File: src/rtl/cio_pkg.sv
package cio_pkg;

  localparam int unsigned NUM_REGS = 16;

  typedef logic [3:0] offset_t;
  typedef logic [7:0] byte_t;
  typedef logic [11:0] buttons_t;

  // access kinds
  localparam logic CMD_READ  = 1'b0;
  localparam logic CMD_WRITE = 1'b1;

  // register offsets
  localparam offset_t OFS_VERSION = 4'd0;
  localparam offset_t OFS_DATA_A  = 4'd1;
  localparam offset_t OFS_DATA_B  = 4'd2;
  localparam offset_t OFS_DATA_C  = 4'd3;
  localparam offset_t OFS_CTRL_A  = 4'd4;
  localparam offset_t OFS_CTRL_B  = 4'd5;
  localparam offset_t OFS_CTRL_C  = 4'd6;
  localparam offset_t OFS_TXD_A   = 4'd7;
  localparam offset_t OFS_RXD_A   = 4'd8;
  localparam offset_t OFS_SCTL_A  = 4'd9;
  localparam offset_t OFS_TXD_B   = 4'd10;
  localparam offset_t OFS_RXD_B   = 4'd11;
  localparam offset_t OFS_SCTL_B  = 4'd12;
  localparam offset_t OFS_TXD_C   = 4'd13;
  localparam offset_t OFS_RXD_C   = 4'd14;
  localparam offset_t OFS_SCTL_C  = 4'd15;

  // configuration register addresses (byte address / 4)
  localparam logic CFG_REGION = 1'b0;

  localparam byte_t REGION_RESET = 8'h55;
  localparam byte_t REGION_J     = 8'h4A;
  localparam byte_t REGION_E     = 8'h45;
  localparam byte_t REGION_A     = 8'h41;
  localparam byte_t REGION_B     = 8'h42;

  localparam byte_t VERSION_BASE = 8'h20;
  localparam byte_t SCTL_MASK    = 8'hF8;
  localparam byte_t PORT_C_PULL  = 8'h7F;

  localparam byte_t STORE_RESET [NUM_REGS] = '{
    8'hA0, 8'h7F, 8'h7F, 8'h7F, 8'h00, 8'h00, 8'h00, 8'hFF,
    8'h00, 8'h00, 8'hFF, 8'h00, 8'h00, 8'hFB, 8'h00, 8'h00
  };

  // per-pad control from the register file
  typedef struct packed {
    logic step;   // a data read steps the phase counter
    logic latch;  // a data write latches TH
    logic th;
  } pad_ctl_t;

  // one bus word held in the input stage
  typedef struct packed {
    logic     command;
    offset_t  offset;
    byte_t    write_data;
    buttons_t pad_one_buttons;
    buttons_t pad_two_buttons;
  } req_t;

  function automatic byte_t version_byte(input byte_t region);
    byte_t t;
    t = 8'h80;
    if (region == REGION_J) begin
      t = 8'h00;
    end else if (region == REGION_E || region == REGION_A || region == REGION_B) begin
      t = 8'hC0;
    end
    return t | VERSION_BASE;
  endfunction

endpackage

File: src/rtl/cio_pad.sv
module cio_pad (
  input  logic                clk,
  input  logic                rst,
  input  cio_pkg::pad_ctl_t   ctl,
  input  cio_pkg::buttons_t   buttons,
  output logic [6:0]          pad_byte
);

  logic       select;
  logic [2:0] phase;

  // multiplex the buttons onto seven active-low lines
  always_comb begin
    if (select) begin
      pad_byte = 7'h7F;
      pad_byte[4] = ~buttons[5];
      pad_byte[5] = ~buttons[6];
      if (phase == 3'd6) begin
        pad_byte[0] = ~buttons[10];
        pad_byte[1] = ~buttons[9];
        pad_byte[2] = ~buttons[8];
        pad_byte[3] = ~buttons[11];
      end else begin
        pad_byte[3:0] = ~buttons[3:0];
      end
    end else begin
      pad_byte = 7'h33;
      pad_byte[4] = ~buttons[4];
      pad_byte[5] = ~buttons[7];
      if (phase == 3'd5) begin
        pad_byte[3:0] = 4'h0;
      end else if (phase == 3'd7) begin
        pad_byte[3:0] = 4'hF;
      end else begin
        pad_byte[1:0] = ~buttons[1:0];
      end
    end
  end

  always_ff @(posedge clk) begin
    if (rst) begin
      select <= 1'b0;
      phase  <= 3'd0;
    end else begin
      if (ctl.latch) begin
        select <= ctl.th;
      end
      if (ctl.step) begin
        phase <= phase + 3'd1;
      end
    end
  end

endmodule

File: src/rtl/cio_regfile.sv
module cio_regfile (
  input  logic                clk,
  input  logic                rst,
  input  logic                fire,
  input  cio_pkg::req_t       req,
  input  cio_pkg::byte_t      region,
  input  logic [6:0]          pad_a_byte,
  input  logic [6:0]          pad_b_byte,
  output cio_pkg::pad_ctl_t   pad_a_ctl,
  output cio_pkg::pad_ctl_t   pad_b_ctl,
  output cio_pkg::byte_t      rdata
);

  cio_pkg::byte_t store [cio_pkg::NUM_REGS];
  cio_pkg::byte_t dir_mask;
  cio_pkg::byte_t data_wr;
  cio_pkg::byte_t wr_val;
  logic           wr_en;
  logic           is_wr;
  logic           is_rd;

  assign is_wr = fire && (req.command == cio_pkg::CMD_WRITE);
  assign is_rd = fire && (req.command == cio_pkg::CMD_READ);

  // control register that goes with the addressed data port
  always_comb begin
    case (req.offset)
      cio_pkg::OFS_DATA_A: dir_mask = store[cio_pkg::OFS_CTRL_A];
      cio_pkg::OFS_DATA_B: dir_mask = store[cio_pkg::OFS_CTRL_B];
      default:             dir_mask = store[cio_pkg::OFS_CTRL_C];
    endcase
  end

  assign data_wr = (req.write_data & 8'h80) | (req.write_data & dir_mask);

  always_comb begin
    wr_en  = 1'b0;
    wr_val = req.write_data;
    case (req.offset)
      cio_pkg::OFS_DATA_A, cio_pkg::OFS_DATA_B, cio_pkg::OFS_DATA_C: begin
        wr_en  = is_wr;
        wr_val = data_wr;
      end
      cio_pkg::OFS_CTRL_A, cio_pkg::OFS_CTRL_B, cio_pkg::OFS_CTRL_C,
      cio_pkg::OFS_TXD_A, cio_pkg::OFS_TXD_B, cio_pkg::OFS_TXD_C: begin
        wr_en = is_wr;
      end
      cio_pkg::OFS_SCTL_A, cio_pkg::OFS_SCTL_B, cio_pkg::OFS_SCTL_C: begin
        wr_en  = is_wr;
        wr_val = req.write_data & cio_pkg::SCTL_MASK;
      end
      default: begin
        wr_en = 1'b0;
      end
    endcase
  end

  always_comb begin
    pad_a_ctl.step  = is_rd && (req.offset == cio_pkg::OFS_DATA_A);
    pad_a_ctl.latch = is_wr && (req.offset == cio_pkg::OFS_DATA_A);
    pad_a_ctl.th    = data_wr[6];
    pad_b_ctl.step  = is_rd && (req.offset == cio_pkg::OFS_DATA_B);
    pad_b_ctl.latch = is_wr && (req.offset == cio_pkg::OFS_DATA_B);
    pad_b_ctl.th    = data_wr[6];
  end

  always_comb begin
    case (req.offset)
      cio_pkg::OFS_VERSION: rdata = cio_pkg::version_byte(region);
      cio_pkg::OFS_DATA_A:  rdata = {store[cio_pkg::OFS_DATA_A][7], pad_a_byte};
      cio_pkg::OFS_DATA_B:  rdata = {store[cio_pkg::OFS_DATA_B][7], pad_b_byte};
      cio_pkg::OFS_DATA_C:  rdata = store[cio_pkg::OFS_DATA_C]
                                    | (~store[cio_pkg::OFS_CTRL_C] & cio_pkg::PORT_C_PULL);
      default:              rdata = store[req.offset];
    endcase
  end

  always_ff @(posedge clk) begin
    if (rst) begin
      for (int i = 0; i < cio_pkg::NUM_REGS; i++) begin
        store[i] <= cio_pkg::STORE_RESET[i];
      end
    end else if (wr_en) begin
      store[req.offset] <= wr_val;
    end
  end

endmodule

File: src/rtl/console_io_ports_with_six_button_pads.sv
// Three-port console I/O chip with a six-button pad on ports A and B.
// Bus channel: in_valid / in_stall carry one word (command, offset,
// write_data and both pads' buttons), taken at a rising edge with in_valid
// high and in_stall low. Reads give one word on the result channel
// (out_valid / out_stall, read_data); writes give none.
// A read taken into the input stage is loaded into the result register
// (one pass of register-file and pad logic) once that register is empty or
// being taken. Throughput: one word per cycle while the result side does not
// stall, set by the single input stage feeding the result register; the input
// stage keeps taking words while a result waits, until it is itself full.
// When the receiver stalls, hold read_data and out_valid; the input stage
// keeps its word and in_stall rises combinationally until the result
// register is free. Writes wait behind a stalled result in the same way.
// Reset (synchronous, rst high): clear both valids, load the sixteen
// registers with their power-on values, drop both TH lines, zero both pad
// phase counters and set the region byte to 'U'.
// Configuration: APB-style, region byte at address 0.
module console_io_ports_with_six_button_pads (
  input  logic        clk,
  input  logic        rst,
  // bus word in
  input  logic        in_valid,
  output logic        in_stall,
  input  logic        command,
  input  logic [3:0]  offset,
  input  logic [7:0]  write_data,
  input  logic [11:0] pad_one_buttons,
  input  logic [11:0] pad_two_buttons,
  // result word out
  output logic        out_valid,
  input  logic        out_stall,
  output logic [7:0]  read_data,
  // configuration
  input  logic        psel,
  input  logic        penable,
  input  logic        pwrite,
  input  logic [2:0]  paddr,
  input  logic [31:0] pwdata,
  output logic [31:0] prdata,
  output logic        pready
);

  cio_pkg::byte_t    region;
  cio_pkg::req_t     s1;
  logic              s1_valid;
  logic              advance;
  logic              fire;
  cio_pkg::pad_ctl_t pad_a_ctl;
  cio_pkg::pad_ctl_t pad_b_ctl;
  logic [6:0]        pad_a_byte;
  logic [6:0]        pad_b_byte;
  cio_pkg::byte_t    rdata;

  // configuration port
  assign pready = 1'b1;
  assign prdata = (paddr[2] == cio_pkg::CFG_REGION) ? {24'h0, region} : 32'h0;

  always_ff @(posedge clk) begin
    if (rst) begin
      region <= cio_pkg::REGION_RESET;
    end else if (psel && penable && pwrite && pready && paddr[2] == cio_pkg::CFG_REGION) begin
      region <= pwdata[7:0];
    end
  end

  // input stage moves on when the result register is empty or being taken
  assign advance  = !out_valid || !out_stall;
  assign fire     = s1_valid && advance;
  assign in_stall = s1_valid && !advance;

  always_ff @(posedge clk) begin
    if (rst) begin
      s1_valid <= 1'b0;
    end else if (!in_stall) begin
      s1_valid <= in_valid;
    end
  end

  always_ff @(posedge clk) begin
    if (in_valid && !in_stall) begin
      s1.command         <= command;
      s1.offset          <= offset;
      s1.write_data      <= write_data;
      s1.pad_one_buttons <= pad_one_buttons;
      s1.pad_two_buttons <= pad_two_buttons;
    end
  end

  cio_regfile u_regfile (
    .clk        (clk),
    .rst        (rst),
    .fire       (fire),
    .req        (s1),
    .region     (region),
    .pad_a_byte (pad_a_byte),
    .pad_b_byte (pad_b_byte),
    .pad_a_ctl  (pad_a_ctl),
    .pad_b_ctl  (pad_b_ctl),
    .rdata      (rdata)
  );

  cio_pad u_pad_a (
    .clk      (clk),
    .rst      (rst),
    .ctl      (pad_a_ctl),
    .buttons  (s1.pad_one_buttons),
    .pad_byte (pad_a_byte)
  );

  cio_pad u_pad_b (
    .clk      (clk),
    .rst      (rst),
    .ctl      (pad_b_ctl),
    .buttons  (s1.pad_two_buttons),
    .pad_byte (pad_b_byte)
  );

  // result register
  always_ff @(posedge clk) begin
    if (rst) begin
      out_valid <= 1'b0;
    end else if (advance) begin
      out_valid <= s1_valid && (s1.command == cio_pkg::CMD_READ);
    end
  end

  always_ff @(posedge clk) begin
    if (advance) begin
      read_data <= rdata;
    end
  end

  // a write never produces a result word
  a_write_no_result: assert property (@(posedge clk) disable iff (rst)
    fire && s1.command == cio_pkg::CMD_WRITE |=> !out_valid)
    else $error("write produced a result word");

  // back-pressure only while a word sits in the input stage
  a_stall_needs_word: assert property (@(posedge clk) disable iff (rst)
    in_stall |-> s1_valid && out_valid && out_stall)
    else $error("input stalled with no word held");

  // a read that fires always lands in the result register
  a_read_lands: assert property (@(posedge clk) disable iff (rst)
    fire && s1.command == cio_pkg::CMD_READ |=> out_valid)
    else $error("read lost on the way to the result register");

  // nothing is valid straight after a reset edge
  a_reset_clear: assert property (@(posedge clk)
    rst |=> !out_valid && !s1_valid)
    else $error("valid set after reset");

endmodule

File: config.mk
export PLATFORM = sky130hd
export DESIGN_NAME = console_io_ports_with_six_button_pads
export DESIGN_NICKNAME = d
export VERILOG_FILES = /design/src/rtl/cio_pkg.sv /design/src/rtl/cio_pad.sv /design/src/rtl/cio_regfile.sv /design/src/rtl/console_io_ports_with_six_button_pads.sv
export SDC_FILE = /design/constraint.sdc
export NUM_CORES = 1
export LEC_CHECK = 0
export ABC_AREA = 1
export BUFFER_PORTS_ARGS = -buffer_cell sky130_fd_sc_hd__buf_2
export CAP_MARGIN = 20
export CORE_MARGIN = 3
export CORE_UTILIZATION = 57
export CTS_CLUSTER_SIZE = 12
export DETAILED_ROUTE_END_ITERATION = 10
export GPL_ROUTABILITY_DRIVEN = 1
export GPL_TIMING_DRIVEN = 0
export PLACE_DENSITY = 0.88
export SETUP_SLACK_MARGIN = 0.3
export SLEW_MARGIN = 20
export SYNTH_ARGS = -nofsm -noshare
export SYNTH_HDL_FRONTEND = slang
export SYNTH_HIERARCHICAL = 1
export SYNTH_SLANG_ARGS = --single-unit
File: constraint.sdc
create_clock -name clk -period 2.4 [get_ports clk]
set_clock_uncertainty 0.1 [all_clocks]
set_input_delay 0.48 -clock clk [delete_from_list [all_inputs] [get_ports clk]]
set_output_delay 0.48 -clock clk [all_outputs]
set_load 0.02 [all_outputs]
# After elaboration in Yosys (flattened, before gate mapping)
# Memory sizes are Yosys's and may differ from the RTL's. A register that Yosys moved wholly into a read port is not among the register bits.
# Cells that the tools add are included.
[classes]
addsub = 2
n_eq_ne = 22
n_mux = 26
bitwise_logic = 26
reduce_logical = 25
[ops]
columns = ["op", "count"]
rows = [
  ["== test 8 x 7 -> 1 bit, second input constant", 4],
  ["case mux 8 bit (2 select lines)", 2],
  ["case mux 8 bit (4 select lines)", 1],
  ["2-to-1 mux 4 bit", 6],
  ["2-to-1 mux 8 bit", 3],
  ["2-to-1 mux 7 bit", 3],
  ["== test 4 bit, second input constant", 5],
  ["== test 3 bit, second input constant", 6],
  ["inverter 1 bit", 18],
  ["== test 4 x 3 -> 1 bit, second input constant", 4],
  ["logical AND 1 bit", 13],
  ["OR reduction 12 bit", 1],
  ["AND 8 bit", 1],
  ["== test 4 x 2 -> 1 bit, second input constant", 2],
  ["2-to-1 mux 2 bit", 4],
  ["inverter 4 bit", 2],
  ["OR 8 x 7 -> 8 bit", 1],
  ["OR 8 bit", 1],
  ["OR reduction 8 bit", 1],
  ["2-to-1 mux 1 bit", 7],
  ["inverter 7 bit", 1],
  ["adder 3 x 1 -> 3 bit, second input constant", 2],
  ["OR reduction 3 bit", 2],
  ["== test 4 x 1 -> 1 bit, second input constant", 1],
  ["4 further kinds", 10],
]
[word_totals]
regBits = 63
mem_bits_rw = 128
in_bits = 79
wordCells = 115
n_memories = 1
[memory_table]
columns = ["memory", "depth", "word_bits", "read_ports", "rd_ports_with_merged_regs", "write_ports", "line", "text"]
rows = [
  ["u_regfile.store", 16, 8, 7, 1, 16, "cio_regfile.sv:14", "cio_pkg::byte_t store [cio_pkg::NUM_REGS];"],
]

# Logic depth before layout (Yosys ltp)
# Gate-level depths: netlist of the first run.
[depth]
ltp_word = 10
mapped_depth = 11
mapped_depth_nobuf = 10

# Hierarchy
# The synthesis of the first run kept the hierarchy.
[modules_own_cells]
columns = ["mod", "instances", "cells_each", "area_per_inst_um2", "seq_area_each_um2"]
rows = [
  ["cio_regfile", 1, 635, 5422.7, 3183.1],
  ["console_io_ports_with_six_button_pads", 1, 153, 2095.8, 1551.5],
  ["cio_pad", 2, 53, 335.3, 80.1],
]

# Worst setup path before layout of the first run
# No wires, ideal clock.
[synth_path]
path_kind = "input to register"
from = "input port out_stall"
to = "memory u_regfile/store[12][0] (netlist bit) (enable)"
setup_time_ns = 0.329
t_arrival_ns = 1.848
slack_ns = 0.124
stages = 8
n_path_buf = 1
path_cell_list = "nand2_1 inv_1 nor2_1 nand2_1 nor2_1 buf_2 nand3_2 nand2_1"
[synth_lines]
columns = ["element", "line", "text"]
rows = [
  ["start: declaration", "console_io_ports_with_six_button_pads.sv:31", "input logic out_stall,"],
  ["end: declaration", "cio_regfile.sv:14", ""],
]

==> results of run 1 <==
## logic make-up after synthesis
group	Yosys count	synth area share, %
AO/OA/AOI/OAI	38	2.46
other	3	0.137
buffers and inverters	123	7.53
adder cells (fa/ha/maj)	8	1.22
flip-flops	169	59.8
AND/OR/NAND/NOR	553	28.9
## layout by cell type, fill, tap and decap left out, drive strengths merged
master	n
nand2	368
edfxtp	151
buf	127
nor2	103
inv	74
nand3	67
conb	58
clkbuf	32
a21oi	20
dfxtp	18
o21ai	15
ha	8
nand4	7
or2	4
o21bai	3
nor3	2
clkinv	2
bufinv	1
clkinvlp	1
and2	1
nand3b	1
## sequential cells by signal, summed over array words and instances, names as in the netlist
signal	cells
u_regfile/store	106
s1	37
read_data	8
region	8
u_pad_a/phase	3
u_pad_b/phase	3
out_valid	1
s1_valid	1
u_pad_a/select	1
u_pad_b/select	1
## power breakdown
part,switching (uW),internal [uW]
clock network,1230,1530
logic,517,249
registers,60.2,3340
## worst max-delay path: stages (launching register included)
cell,delay (ns)
edfxtp_1,0.48
buf_6,0.20
nand2_4,0.12
inv_4,0.09
nand2_1,0.08
nand2_1,0.05
nor2_1,0.15
nand2_2,0.14
clkbuf_16,0.21
nand3_4,0.12
buf_12,0.14
nor2_1,0.04
## metrics by stage
stage | util (%) | instances
after floorplan | - | 949
after global placement | 64.2 | 1198
after detailed placement | 64.2 | 1198
after CTS | 69.3 | 1231
after global routing | 71.9 | 1243
final | 71.9 | 1243
## timing repair
item | CTS | global route
pin swaps | 1 | 7
gates resized for setup | 34 | 59
setup buffers | 1 | 11
gates cloned | 0 | 1
endpoints found under the setup margin | 160 | 161
## metal layers
layer	track usage (%)	wire length [um]	share of wire, %
met3	6.70	2600	12
met5	0	0	0
met1	32.4	7520	34
met4	13.9	996	4.6
met2	42.5	10700	49
## final cells by class
cell class,count,share of cell area (%)
plain buffers,58,4.34
multi-input cells,657,31.2
inverters,65,2.63
clock inverters,13,1.42
repair buffers,82,4.95
clock buffers,19,4.50
well taps,180,2.24
flip-flops and latches,169,48.7
## worst min-delay path by stage
stage / from / endpoint / slack, ns / cells past startpoint
after global placement: region[6] / region[6] / 0.37 / 2
after floorplan: region[0] / region[0] / 0.35 / 2
after detailed placement: region[6] / region[6] / 0.37 / 2
after CTS: pad_two_buttons[5] / s1[5] / 0.1 / 1
after global routing: pad_one_buttons[0] / s1[12] / 0.08 / 1
final: pad_one_buttons[7] / s1[19] / 0.11 / 1
==> impl_results.md, run 1 <==
* Pwr/cell area at 689 nW/um2
* Post-Route WL at 21800 um
* Post-synth EDFFs at 151
* Post-synth top area share at 55.4%
* Critical Path Sink: u_regfile/store[6][7]
* RSZ-0062 raised after global routing: true
* Post-route cell area at 10100 um2
* Placer Congestion at 0.995
* Fin. Hold Viols at 0
* Cell with the most instances after synthesis: nand2_1
* Post-synth top area cell: edfxtp_1
* CP arrival at 2.27 ns
* Final setup TNS at 0 ns
* Crit path launch: s1[33]
* Worst-path clk slew at 0.07 ns
* Cts hold-fix bufs at 0
* IO Port Bufs at 69
* Initial DRC count at 961
* Initial antenna violation count at 0
* Synth Cell Area at 8190 um2
* GRT Total Usage at 26.2%
* Drt wl/cell at 17.5 um
* Req. time, crit path at 2.46 ns
* Post-synth top cells: nand2_1, edfxtp_1, nor2_1
* Reg2Reg Capture Point: u_regfile/store[6][7]
* CTS tree: built
* Fin crit share at 91.8%
* H-tree depth at 4
* #FFs+latches synth at 169
* CTS root buffer: clkbuf_16
* Dominant cells by area after synthesis: edfxtp_1, nand2_1, dfxtp_1
* Sequential area share after synthesis at 59.8%
* Ys async rst share at 0%
* CTS Buffer Depth at 2
* Register area at 4890 um2
* # diodes at 0
* Area grow syn2layout at 22.8%
* Hold Crit Class: input port to register
* Initial Utilization at 58.5%
* FF-to-FF path depth at 11
* Final Power at 6930 uW
* Top Ports at 122
* Status: complete, no violations
* Post-route worst setup slack at 0.196 ns
* Leakage power at 0.00444 uW
* Cell area after placement at 8980 um2
* Die area at 15800 um2
* Mapped Cells at 894
* Total grt overflow at 0
* Most used DFF post-synth: edfxtp_1
* Tmin final at 2.20 ns
* Crit start category: register
* Worst skew pair latency at 0.44 ns
* R2R Setup Slk at 0.20 ns
* Share of cells above drive strength 1 at 23.3%
* Dpl ws at -0.217 ns
* Vias in the first global route at 6428
* Antenna Violating Nets Remaining at 0
* Num CTS Buffers at 17
* Multi-input logic area at 3140 um2
* Max FO, Critical Path at 10
* Via count at 6921
* DR pass1 iterations at 6
* Average size of a mapped cell at 9.16 um2
* Site Rows at 43
* Drc violations at 0
* Clock sink total at 169
* Die H at 126 um
* Max-cap viol count at 0
* Slew Viols, Final at 0
* CP Class: register to register
* Largest net degree at the start of global routing at 38
* Worst r2r src: s1[33]
* Finish-stage setup viols at 0
* Core footprint at 14000 um2
* Slew HR at 46.1%
* Ys Warns at 6
* Final-stage net count at 1137
* CP Capture Type: register
* First-pass GRT wire length at 31800 um
* Routed vias/inst at 5.57
* Die width at 126 um
* Max VDD drop at 538 uV
* Fill cell total of the finished layout at 934
* Post-synth cell types at 32
* Fmax at 454 MHz
* Final hold slack at 0.113 ns
* Post-DP HPWL at 14300 um
* Worst-Margin Slew at 0.807 ns
(Power assumes the default switching activity.)
==> run 2, diff against run 1 <==
--- a/config.mk
+++ b/config.mk
@@ -5,7 +5,6 @@
 export SDC_FILE = /design/constraint.sdc
 export NUM_CORES = 1
 export LEC_CHECK = 0
-export ABC_AREA = 1
 export BUFFER_PORTS_ARGS = -buffer_cell sky130_fd_sc_hd__buf_2
 export CAP_MARGIN = 20
 export CORE_MARGIN = 3
@@ -14,7 +13,7 @@
 export DETAILED_ROUTE_END_ITERATION = 10
 export GPL_ROUTABILITY_DRIVEN = 1
 export GPL_TIMING_DRIVEN = 0
-export PLACE_DENSITY = 0.88
+export PLACE_DENSITY = 0.8
 export SETUP_SLACK_MARGIN = 0.3
 export SLEW_MARGIN = 20
 export SYNTH_ARGS = -nofsm -noshare
==> run 2 against run 1 <==
Compared with the run above:
- setup slack improved by 0.11 ns
- total power down 2.2%
- global-route usage down 1.8 points
- design area shrank 2.7%
- sequential share of layout area is 1.4 points higher
- cell count down 25%
- critical endpoint is now u_regfile/store[15][6]
- largest power group unchanged
==> impl_results.md, run 2 <==
* Register area at 4900 um2
* Multi-input logic area at 2970 um2
* Area grow syn2layout at 22.4%
* Fin. Hold Viols at 0
* Antenna Violating Nets Remaining at 0
* Status: complete, no violations
* Die width at 124 um
* Top Ports at 122
* Worst skew pair latency at 0.43 ns
* H-tree depth at 4
* Finish-stage setup viols at 0
* Max FFs per register at 106
* #FFs+latches synth at 169
* Worst r2r src: s1[34]
* Worst-path clk slew at 0.06 ns
* FF-to-FF path depth at 6
* Largest net degree at the start of global routing at 38
* Via count at 5348
* Initial DRC count at 601
* Mapped Cells at 580
* Cell with the most instances after synthesis: edfxtp_1
* Commonest cells after routing, fill and taps aside: edfxtp_1, buf_2, nor2_1
* Post-synth top area share at 56.7%
* R2R Setup Slk at 0.30 ns
* Ys Warns at 6
* Final-stage net count at 833
* Hold depth at 1
* Fmax at 477 MHz
* Initial Utilization at 59.4%
* Dominant cells by area after synthesis: edfxtp_1, mux4_2, dfxtp_1
* Average size of a mapped cell at 13.8 um2
* Initial antenna violation count at 0
* Drt wl/cell at 20.0 um
* Worst-Margin Slew at 0.564 ns
* Post-synth top cells: edfxtp_1, nor2_1, nand2_1
* Cell area after placement at 8790 um2
* Req. time, crit path at 2.43 ns
* GRT Total Usage at 24.4%
* Drc violations at 0
* Leakage power at 0.00371 uW
* Crit path launch: s1[34]
* Most used DFF post-synth: edfxtp_1
* Tmin final at 2.10 ns
* Post-synth top area cell: edfxtp_1
* Synth Cell Area at 7990 um2
* Slew HR at 62.4%
* Clock sink total at 169
* Largest Register: u_regfile/store
* Fin util at 72.7%
* Post-DP HPWL at 12600 um
* DR pass1 iterations at 6
* Fin crit share at 87.4%
* Max-cap viol count at 0
* CP Capture Type: register
* Crit start category: register
* Critical Path Sink: u_regfile/store[15][6]
* RSZ-0062 raised after global routing: true
* # diodes at 0
* First-pass GRT wire length at 29100 um
* Slew Viols, Final at 0
* Post-Route WL at 18700 um
* Fill cell total of the finished layout at 864
* Biggest regs: u_regfile/store (106), s1 (37)
* CTS root buffer: clkbuf_16
* Die H at 124 um
* CP Class: register to register
* Share of cells above drive strength 1 at 36.6%
* CP arrival at 2.13 ns
* Max VDD drop at 799 uV
* CTS Buffer Depth at 2
* Routed vias/inst at 5.72
* Hold Crit Class: input port to register
* CTS tree: built
* Sequential area share after synthesis at 61.2%
* Commonest non-fill, non-tap cell in the layout: edfxtp_1
* Pwr/cell area at 693 nW/um2
* Total grt overflow at 0
* Placer Congestion at 0.868
* Vias in the first global route at 5226
* Die area at 15500 um2
* Cts hold-fix bufs at 0
* Ys async rst share at 0%
* Num CTS Buffers at 17
* Core footprint at 13500 um2
* IO Port Bufs at 70
* Post-route cell area at 9780 um2
* Post-synth EDFFs at 151
* Post-synth cell types at 59
* Final Power at 6780 uW
* Max FO, Critical Path at 10
* Site Rows at 42
* Reg2Reg Capture Point: u_regfile/store[15][6]
run 2: changes by cell type after synthesis, sizes merged, moves of 9 or more:
cell,before,now
nand2,368,44
nand3,67,11
inv,65,10
nor2,103,73
mux4,0,24
nand2b,0,23
mux2i,0,18
a21oi,20,7
nor3,2,14
a32o,0,11
and2b,0,9
run 2: cell type report:
class	instances	area share (%)
buffer	67	5.65
clock buffer	18	4.39
clock inverter	14	1.51
inverter	10	0.384
multi-input combinational	389	30.3
sequential	169	50.0
tap	176	2.25
timing repair buffer	92	5.45
run 2: report_power, final:
group	internal (uW)	switching [uW]
Sequential	3350	56.7
Clock	1540	1130
Combinational	308	406
run 2: per-stage QoR:
step	TNS (ns)	worst slack, ns	std cells	hold WS, ns
floorplan	0	0.293	635	0.357
CTS	0	0.308	925	0.110
global placement	-17.73	-0.395	881	0.384
global route	0	0.231	935	0.101
finish	0	0.302	935	0.121
detailed placement	-18.80	-0.382	881	0.387
run 2: what timing repair did:
| action | CTS | global route |
|---|---|---|
| gates resized for setup | 35 | 30 |
| pin swaps | 6 | 10 |
| setup buffers | 12 | 8 |
| endpoints found under the setup margin | 150 | 131 |
| gates cloned | 0 | 1 |
run 2: worst min-delay path by stage:
stage | startpoint | end
after CTS | pad_two_buttons[1] | s1[1]
after global routing | pad_two_buttons[1] | s1[1]
after global placement | region[7] | region[7]
final | write_data[3] | s1[27]
after detailed placement | region[7] | region[7]
after floorplan | region[7] | region[7]
run 2: cells by family (layout without fill, tap and decap cells):
family,count (synthesis),count (layout),share of synthesized area (%)
buffers and inverters,77,201,7.04
AND/OR/NAND/NOR,210,210,13.3
other,3,58,0.141
flip-flops,169,169,61.2
AO/OA/AOI/OAI,66,66,7.34
multiplexers,45,45,9.44
XOR/XNOR,2,2,0.219
adder cells (fa/ha/maj),8,8,1.25
run 2: metal layers:
metal	part of all wire (%)	vias to the layer above	wire length [um]	global-route usage, %
met5	0	-	0	0
met4	3.6	0	678	11.0
met3	10	50	1860	6.78
met2	47	327	8720	36.5
met1	40	2580	7440	33.6
li1	-	2391	-	-
run 2: worst max-delay path, stage by stage, from the launching register on:
cell and delay [ns]:
edfxtp_1 0.47, buf_4 0.15, buf_4 0.10, nand2_2 0.22, or2_2 0.38, clkbuf_2 0.19
nand2b_4 0.17
